--- src/rtl/core/lag_pkg.sv ---
// ----------------------------------------------------------------------------
// lag_pkg: shared types and constants for the Life generation block
// Grid geometry, row types and the transaction structs of both channels.
// ----------------------------------------------------------------------------
package lag_pkg;

  localparam int GRID_SIDE = 32;
  localparam int ROW_W     = GRID_SIDE;
  localparam int ADDR_W    = (GRID_SIDE > 1) ? $clog2(GRID_SIDE) : 1;
  localparam int CNT_W     = $clog2(GRID_SIDE + 2);

  localparam logic [1:0] FUNC_TOGGLE = 2'd0;
  localparam logic [1:0] FUNC_START  = 2'd1;
  localparam logic [1:0] FUNC_STEP   = 2'd2;

  typedef logic [ROW_W-1:0] row_t;

  typedef struct packed {
    logic [1:0] func;
    logic [5:0] col;
    logic [5:0] row;
  } in_item_t;

  typedef struct packed {
    logic [5:0]  row_index;
    logic [31:0] row_cells;
    logic        last;
    logic        changed;
    logic        ended;
    logic        running;
  } out_item_t;

endpackage

--- src/rtl/core/life_automaton_generation.sv ---
// ----------------------------------------------------------------------------
// life_automaton_generation: Life (B3/S23) grid with toggle, start and step
// Keeps a GRID_SIDE x GRID_SIDE grid in a row memory and advances it one
// generation per step transaction.
// ----------------------------------------------------------------------------
// Usage:
//   in_*  : valid/ready transaction carrying func, col, row.
//   out_* : valid/ready transaction carrying one result row or status word.
//   Toggle, start and unused codes give one status transaction (last = 1).
//   It is offered from the status state, entered straight from idle for
//   start, the unused code and an ignored edit, and after the write state
//   for an applied edit. A step sweeps the grid one row per cycle through a
//   three-row window and the shared row-rule unit, writing each new row
//   back in place. Then GRID_SIDE row transactions follow, one per cycle
//   while out_ready is high, the last one marked.
//   in_ready is high only when idle; one transaction is in work at a time.
//   When the receiver stalls, the pending result holds until taken.
//   Reset (rst_n low, synchronous) empties the grid through per-row valid
//   bits and clears the started and static flags.
// ----------------------------------------------------------------------------
module life_automaton_generation (
  input  logic               clk,
  input  logic               rst_n,
  input  logic               in_valid,
  output logic               in_ready,
  input  lag_pkg::in_item_t  in_data,
  output logic               out_valid,
  input  logic               out_ready,
  output lag_pkg::out_item_t out_data
);
  import lag_pkg::*;

  localparam logic [2:0] ST_IDLE = 3'd0;
  localparam logic [2:0] ST_TOG  = 3'd1;
  localparam logic [2:0] ST_STAT = 3'd2;
  localparam logic [2:0] ST_STEP = 3'd3;
  localparam logic [2:0] ST_EMIT = 3'd4;

  localparam logic [CNT_W-1:0]  CNT_END  = CNT_W'(GRID_SIDE + 1);
  localparam logic [CNT_W-1:0]  CNT_SIDE = CNT_W'(GRID_SIDE);
  localparam logic [ADDR_W-1:0] LAST_ROW = ADDR_W'(GRID_SIDE - 1);

  logic [2:0]           state_r, state_nxt;
  logic [CNT_W-1:0]     cnt_r, cnt_nxt;
  logic [ADDR_W-1:0]    idx_r, idx_nxt;
  logic [ADDR_W-1:0]    row_r, row_nxt;
  logic [ADDR_W-1:0]    col_r, col_nxt;
  logic                 started_r, started_nxt;
  logic                 static_r, static_nxt;
  logic                 chg_r, chg_nxt;
  logic [GRID_SIDE-1:0] nz_r;
  row_t                 up_r, up_nxt;
  row_t                 mid_r, mid_nxt;

  row_t                 mem [GRID_SIDE];
  row_t                 rd_data_r;
  logic                 rd_nz_r;
  logic [ADDR_W-1:0]    rd_addr;
  logic                 wr_en;
  logic [ADDR_W-1:0]    wr_addr;
  row_t                 wr_data;

  row_t                 rd_row;
  row_t                 below;
  row_t                 rule_row;
  logic                 in_acc;
  logic                 out_acc;
  logic                 tog_ok;

  assign rd_row  = rd_nz_r ? rd_data_r : '0;
  assign below   = (cnt_r == CNT_END) ? '0 : rd_row;
  assign in_acc  = in_valid && in_ready;
  assign out_acc = out_valid && out_ready;
  assign tog_ok  = !started_r && ({1'b0, in_data.col} < 7'(GRID_SIDE))
                   && ({1'b0, in_data.row} < 7'(GRID_SIDE));

  lag_row_rule u_rule (
    .row_up  (up_r),
    .row_mid (mid_r),
    .row_dn  (below),
    .row_nxt (rule_row)
  );

  always_ff @(posedge clk) begin
    if (wr_en) begin
      mem[wr_addr] <= wr_data;
    end
    rd_data_r <= mem[rd_addr];
  end

  always_ff @(posedge clk) begin
    if (!rst_n) begin
      nz_r    <= '0;
      rd_nz_r <= 1'b0;
    end else begin
      rd_nz_r <= nz_r[rd_addr];
      if (wr_en) begin
        nz_r[wr_addr] <= |wr_data;
      end
    end
  end

  always_comb begin
    unique case (state_r)
      ST_IDLE: rd_addr = ADDR_W'(in_data.row);
      ST_TOG:  rd_addr = row_r;
      ST_STEP: rd_addr = (cnt_r < CNT_SIDE) ? ADDR_W'(cnt_r) : '0;
      ST_EMIT: rd_addr = (out_ready && idx_r != LAST_ROW) ? idx_r + 1'b1 : idx_r;
      default: rd_addr = '0;
    endcase
  end

  always_comb begin
    state_nxt   = state_r;
    cnt_nxt     = cnt_r;
    idx_nxt     = idx_r;
    row_nxt     = row_r;
    col_nxt     = col_r;
    started_nxt = started_r;
    static_nxt  = static_r;
    chg_nxt     = chg_r;
    up_nxt      = up_r;
    mid_nxt     = mid_r;
    wr_en       = 1'b0;
    wr_addr     = row_r;
    wr_data     = rd_row ^ (row_t'(1) << col_r);
    unique case (state_r)
      ST_IDLE: begin
        if (in_acc) begin
          chg_nxt = 1'b0;
          row_nxt = ADDR_W'(in_data.row);
          col_nxt = ADDR_W'(in_data.col);
          priority if (in_data.func == FUNC_TOGGLE && tog_ok) begin
            state_nxt = ST_TOG;
          end else if (in_data.func == FUNC_STEP) begin
            state_nxt = ST_STEP;
            cnt_nxt   = '0;
            up_nxt    = '0;
            mid_nxt   = '0;
          end else begin
            if (in_data.func == FUNC_START) begin
              started_nxt = 1'b1;
            end
            state_nxt = ST_STAT;
          end
        end
      end
      ST_TOG: begin
        wr_en     = 1'b1;
        chg_nxt   = 1'b1;
        state_nxt = ST_STAT;
      end
      ST_STAT: begin
        if (out_acc) begin
          state_nxt = ST_IDLE;
        end
      end
      ST_STEP: begin
        cnt_nxt = cnt_r + 1'b1;
        if (cnt_r != '0) begin
          up_nxt  = mid_r;
          mid_nxt = below;
        end
        if (cnt_r >= CNT_W'(2)) begin
          wr_en   = 1'b1;
          wr_addr = ADDR_W'(cnt_r - CNT_W'(2));
          wr_data = rule_row;
          chg_nxt = chg_r | (rule_row != mid_r);
        end
        if (cnt_r == CNT_END) begin
          static_nxt = static_r | !chg_nxt;
          idx_nxt    = '0;
          state_nxt  = ST_EMIT;
        end
      end
      ST_EMIT: begin
        if (out_acc) begin
          if (idx_r == LAST_ROW) begin
            state_nxt = ST_IDLE;
          end else begin
            idx_nxt = idx_r + 1'b1;
          end
        end
      end
      default: state_nxt = ST_IDLE;
    endcase
  end

  always_ff @(posedge clk) begin
    if (!rst_n) begin
      state_r   <= ST_IDLE;
      cnt_r     <= '0;
      idx_r     <= '0;
      started_r <= 1'b0;
      static_r  <= 1'b0;
      chg_r     <= 1'b0;
    end else begin
      state_r   <= state_nxt;
      cnt_r     <= cnt_nxt;
      idx_r     <= idx_nxt;
      started_r <= started_nxt;
      static_r  <= static_nxt;
      chg_r     <= chg_nxt;
    end
  end

  always_ff @(posedge clk) begin
    row_r <= row_nxt;
    col_r <= col_nxt;
    up_r  <= up_nxt;
    mid_r <= mid_nxt;
  end

  assign in_ready  = (state_r == ST_IDLE);
  assign out_valid = (state_r == ST_STAT) || (state_r == ST_EMIT);

  always_comb begin
    out_data.row_index = (state_r == ST_EMIT) ? 6'(idx_r) : 6'd0;
    out_data.row_cells = (state_r == ST_EMIT) ? 32'(rd_row) : 32'd0;
    out_data.last      = (state_r == ST_STAT) || (idx_r == LAST_ROW);
    out_data.changed   = chg_r;
    out_data.ended     = !(|nz_r) || static_r;
    out_data.running   = started_r;
  end

`ifndef ASSERT_OFF
  a_one_side: assert property (@(posedge clk) disable iff (!rst_n)
    !(in_ready && out_valid))
    else $error("input and result channels active together");

  a_sweep_to_emit: assert property (@(posedge clk) disable iff (!rst_n)
    (state_r == ST_STEP && cnt_r == CNT_END) |=> (state_r == ST_EMIT && idx_r == '0))
    else $error("row sweep did not hand over to row zero");

  a_toggle_one_bit: assert property (@(posedge clk) disable iff (!rst_n)
    (state_r == ST_TOG) |-> ($countones(wr_data ^ rd_row) == 1))
    else $error("toggle write altered other than one cell");

  a_static_sticky: assert property (@(posedge clk) disable iff (!rst_n)
    static_r |=> static_r)
    else $error("static flag dropped");
`endif

endmodule

--- src/rtl/core/lag_row_rule.sv ---
// ----------------------------------------------------------------------------
// lag_row_rule: B3/S23 next state for one grid row
// Takes the rows above, at and below the target and returns its next row;
// cells outside the grid count as dead.
// ----------------------------------------------------------------------------
module lag_row_rule (
  input  lag_pkg::row_t row_up,
  input  lag_pkg::row_t row_mid,
  input  lag_pkg::row_t row_dn,
  output lag_pkg::row_t row_nxt
);
  import lag_pkg::*;

  row_t up_l, up_r, mid_l, mid_r, dn_l, dn_r;

  assign up_l  = row_up  << 1;
  assign up_r  = row_up  >> 1;
  assign mid_l = row_mid << 1;
  assign mid_r = row_mid >> 1;
  assign dn_l  = row_dn  << 1;
  assign dn_r  = row_dn  >> 1;

  always_comb begin
    logic [3:0] n;
    row_nxt = '0;
    for (int c = 0; c < ROW_W; c++) begin
      n = 4'(up_l[c]) + 4'(row_up[c]) + 4'(up_r[c])
        + 4'(mid_l[c]) + 4'(mid_r[c])
        + 4'(dn_l[c]) + 4'(row_dn[c]) + 4'(dn_r[c]);
      row_nxt[c] = (n == 4'd3) || (row_mid[c] && (n == 4'd2));
    end
  end

endmodule
--- config.mk ---
export PLATFORM = sky130hd
export DESIGN_NAME = life_automaton_generation
export DESIGN_NICKNAME = d
export VERILOG_FILES = /design/src/rtl/core/lag_pkg.sv /design/src/rtl/core/life_automaton_generation.sv /design/src/rtl/core/lag_row_rule.sv
export SDC_FILE = /design/constraint.sdc
export NUM_CORES = 2
export LEC_CHECK = 0
export ABC_AREA = 0
export BUFFER_PORTS_ARGS = -buffer_cell sky130_fd_sc_hd__buf_4
export CAP_MARGIN = 15
export CORE_AREA = 2 2 322 388
export CTS_CLUSTER_SIZE = 20
export DETAILED_ROUTE_END_ITERATION = 6
export DIE_AREA = 0 0 324 390
export GPL_TIMING_DRIVEN = 0
export PLACE_DENSITY = 0.59
export SYNTH_ARGS = -nofsm -noshare
export SYNTH_HDL_FRONTEND = slang
export SYNTH_SLANG_ARGS = --single-unit
--- constraint.sdc ---
create_clock -name clk -period 5.4 [get_ports clk]
set_input_delay 0.54 -clock clk [delete_from_list [all_inputs] [get_ports clk]]
set_output_delay 0.54 -clock clk [all_outputs]
set_load 0.01 [all_outputs]
==> impl_metrics.csv <==
group,metric,value,unit
power,power-per-cell-area,383.2,nW/um^2
yosys,synthCells,4855,
place,io_buffer_count,59,
global_routing,antenna_found_initial,9,
setup_path,required,5.94,ns
yosys,synth_area_leaders,"edfxtp_1 (60%), nand2_1 (8.0%), nand3_1 (6.9%)",
route,drt_iter0_markers,4547,
yosys,synth_ff_type,"edfxtp_1",
die,dieArea,126400,um^2
power,p_sw,7683,uW
finish,drive_above_1_share,0.09631,
yosys,synth_top_family_by_area,"simple AND/OR/NAND/NOR gates",
clocking,cts_sinks,1180,
timing,finalWorstPathRequiredPeriod,5.358,ns
power,clockPowerShare,0.337,
global_routing,grt_util_met2,0.5253,
yosys,synthMuxAreaShare,0.006126,
yosys,syn_avg_cell_area,11.27,um^2
die,start_util,0.4464,
setup_path,end_kind,"flip-flop",
power,switching_share,0.3188,
yosys,synth_edf_count,1098,
route,num_vias,39960,
yosys,synth.most_common_cell,"nand2_1",
finish,fin_nets,5346,
yosys,synth_common_cells,"nand2_1 (1,170), edfxtp_1 (1,098), nand3_1 (754)",
flow_run,maxCapViolations,0,
timing,hold_viol,0,
setup_path,arrival,5.90,ns
route,drt-wirelength-per-cell,28.39,um
die,rows,141,
clocking,htreeDepth,3,
die,io_pins,62,
power,combPwrFrac,0.222,
finish,fin_util,0.5130,
timing,fmax,186.6,MHz
power,p_leak,0.02327,uW
clocking,clock_latency,0.77,ns
place,dp_hpwl,143200,um
hold_path,holdCritPathClass,"in -> reg",
global_routing,grt_pass1_wl,274500,um
yosys,ys_seq_area_frac,0.6324,
route,drc,0,
clocking,postCtsSetupRepairBufs,0,
timing,max_slew_margin,0.1640,
setup_path,critPathLaunchType,"flip-flop",
global_routing,grt_remaining_overflow,0,
setup_path,timing.rr.start,"idx_r[0]",
timing,worst-slew-pin-transition,1.254,ns
power,p_int,16420,uW
finish,fillers,10780,
timing,fin_skew,0.07122,ns
yosys,synth_top_area_cell,"edfxtp_1",
clocking,clockRootBuffer,"clkbuf_16",
clocking,cts_tree,"built",
clocking,cts.path.max_buffers,3,
yosys,synth_top_area_frac,0.6024,
yosys,synth-compound-area-share,0.04282,
timing,slew_viol_final,0,
place,place.gp.congestion,0.9980,
yosys,synth_fa_ha_area_frac,0.06844,
route,drt_first_pass_iters,6,
hold_path,min_from,"in_data[12]",
clocking,numCtsBuffers,118,
power,peakVddDrop,268.0,uV
finish,areaGrowthSynthToFinish,14.92,%
timing,layout_setup_ws,0.04198,ns
place,pre_cts_ws,-2.009,ns
timing,setup_violations,0,
yosys,synth_xor_xnor_area_share,0.005761,
die,core-area,122600,um^2
timing,finalCritPeriodShare,0.9922,
outcome,outcome,"finished clean",
yosys,async_reset_ff_frac,0,
yosys,synth_cell_types,86,
power,seqPwrFrac,0.441,
timing,rsz0062_at_grt,"yes",
setup_path,startpoint,"idx_r[0]",
setup_path,critical_path_class,"reg -> reg",
finish,ff_latch_area,34610,um^2
global_routing,grtUsageTotal,0.3072,
global_routing,grt_pass1_vias,38640,
global_routing,grt_use_met1,0.3556,
yosys,syn_area,54730,um^2
yosys,ys_ff_latch,1180,
clocking,clkTransAtPathRegs,0.06,ns
die,die_y,390,um
setup_path,crit_path_max_fanout,10,
die,die-width,324,um
yosys,yosys_warnings,0,
route,detail-route-antenna-nets,0,
route,viasPerCell,5.833,
finish,multi_input_area,18430,um^2
yosys,synthSimpleGateAreaFrac,0.2029,
global_routing,grt_max_degree,34,
route,wl,194500,um
global_routing,grt_busiest_layer,"met2",
global_routing,use_met3,0.05263,
yosys,postSynthNetCount,5098,
-- kinds of logic (layout without fill, tap and decap cells) --
family | count (synthesis) | count (layout)
DFF | 1180 | 1180
AOI/OAI and AO/OA | 369 | 369
other | 1 | 5
and+or+nand+nor | 2458 | 2458
muxes | 31 | 31
adders and majority gates | 225 | 225
buffers and inverters | 555 | 902
xor gates and xnor gates | 36 | 36
-- through the flow --
stage               instances  setup TNS, ns  instance area, um^2  power, uW  hold slack (ns)
floorplan                4855              0                54730      13590           0.4561
global placement         6558       -3691.27                57230      15810           0.4804
detailed placement       6619        -604.56                58880      15990           0.4935
CTS                      6846              0                62800      24030          0.07090
global route             6847       -0.06149                62890      24800           0.1212
finish                   6850              0                62900      24100           0.1275
-- worst max-delay path, cell delays in order, from the launching register on --
cell      delay [ns]
dfxtp_1         0.37
ha_1            0.25
and3_1          0.18
ha_1            0.24
nand3b_1        0.21
xnor2_1         0.19
a221oi_2        0.99
buf_2           0.42
buf_2           0.41
buf_2           0.41
nand3_1         0.18
nand3_1         0.23
nand4_1         0.38
or3_1           0.65
-- cell usage in the layout (no fill, tap or decap), types with 28 or more instances in the layout --
cell type,count
edfxtp_1,1098
nand4_1,42
nand2_1,1169
or3_1,36
nor2b_1,31
and3_1,28
ha_1,101
buf_1,28
nand3_1,745
dfxtp_1,81
inv_1,294
nor2_1,187
clkbuf_16,122
buf_12,41
clkbuf_1,164
o21ai_0,67
buf_4,76
buf_2,68
a21oi_1,123
fa_1,124
nor2_4,34
nor3_1,34
-- layout make-up --
| class | count | area share |
|---|---|---|
| Antenna cell | 4 | 0.0001591 |
| Buffer | 258 | 0.01882 |
| Clock buffer | 155 | 0.05098 |
| Clock inverter | 64 | 0.008653 |
| Inverter | 295 | 0.01762 |
| Multi-Input combinational cell | 3120 | 0.2930 |
| Sequential cell | 1180 | 0.5503 |
| Tap cell | 1644 | 0.03270 |
| Timing Repair Buffer | 130 | 0.02771 |
-- routing by layer --
metal	part of all wire	wire length [um]
met5	0.000062	12
met4	0.073	14170
met2	0.50	96290
met1	0.35	67990
met3	0.082	15980
-- power groups by stage --
| stage | clock network (uW) | registers [uW] | logic, uW |
|---|---|---|---|
| CTS | 8190 | 10600 | 5230 |
| global route | 8500 | 10600 | 5670 |
| detailed placement | 0 | 10800 | 5190 |
| global placement | 0 | 10900 | 4940 |
| finish | 8130 | 10600 | 5340 |
| floorplan | 0 | 10700 | 2910 |
-- registers in the layout, indices dropped and copies added (netlist names) --
register,cells
mem,1024
chg_r,1
up_r,32
row_r,5
mid_r,32
nz_r,32
state_r,3
idx_r,5
col_r,5
rd_data_r,32
started_r,1
rd_nz_r,1
cnt_r,6
static_r,1
-- final timing paths --
check                           depth (start not counted)  slack, ns      endpoint
worst min-delay path                                    4       0.13    state_r[0]
worst max-delay path                                   13       0.04  rd_data_r[7]
worst min register to register                          1       0.50     started_r
worst max register to register                         13       0.04  rd_data_r[7]
-- timing repair --
| action | in CTS | in global routing |
|---|---|---|
| gates resized for setup | 27 | 29 |
| hold buffers | 10 | 0 |
| setup endpoints to repair | 1060 | 82 |
| cloned | 0 | 0 |
| endpoints found under the hold margin | 10 | 0 |
No activity file was read; power rests on OpenSTA's default activity.
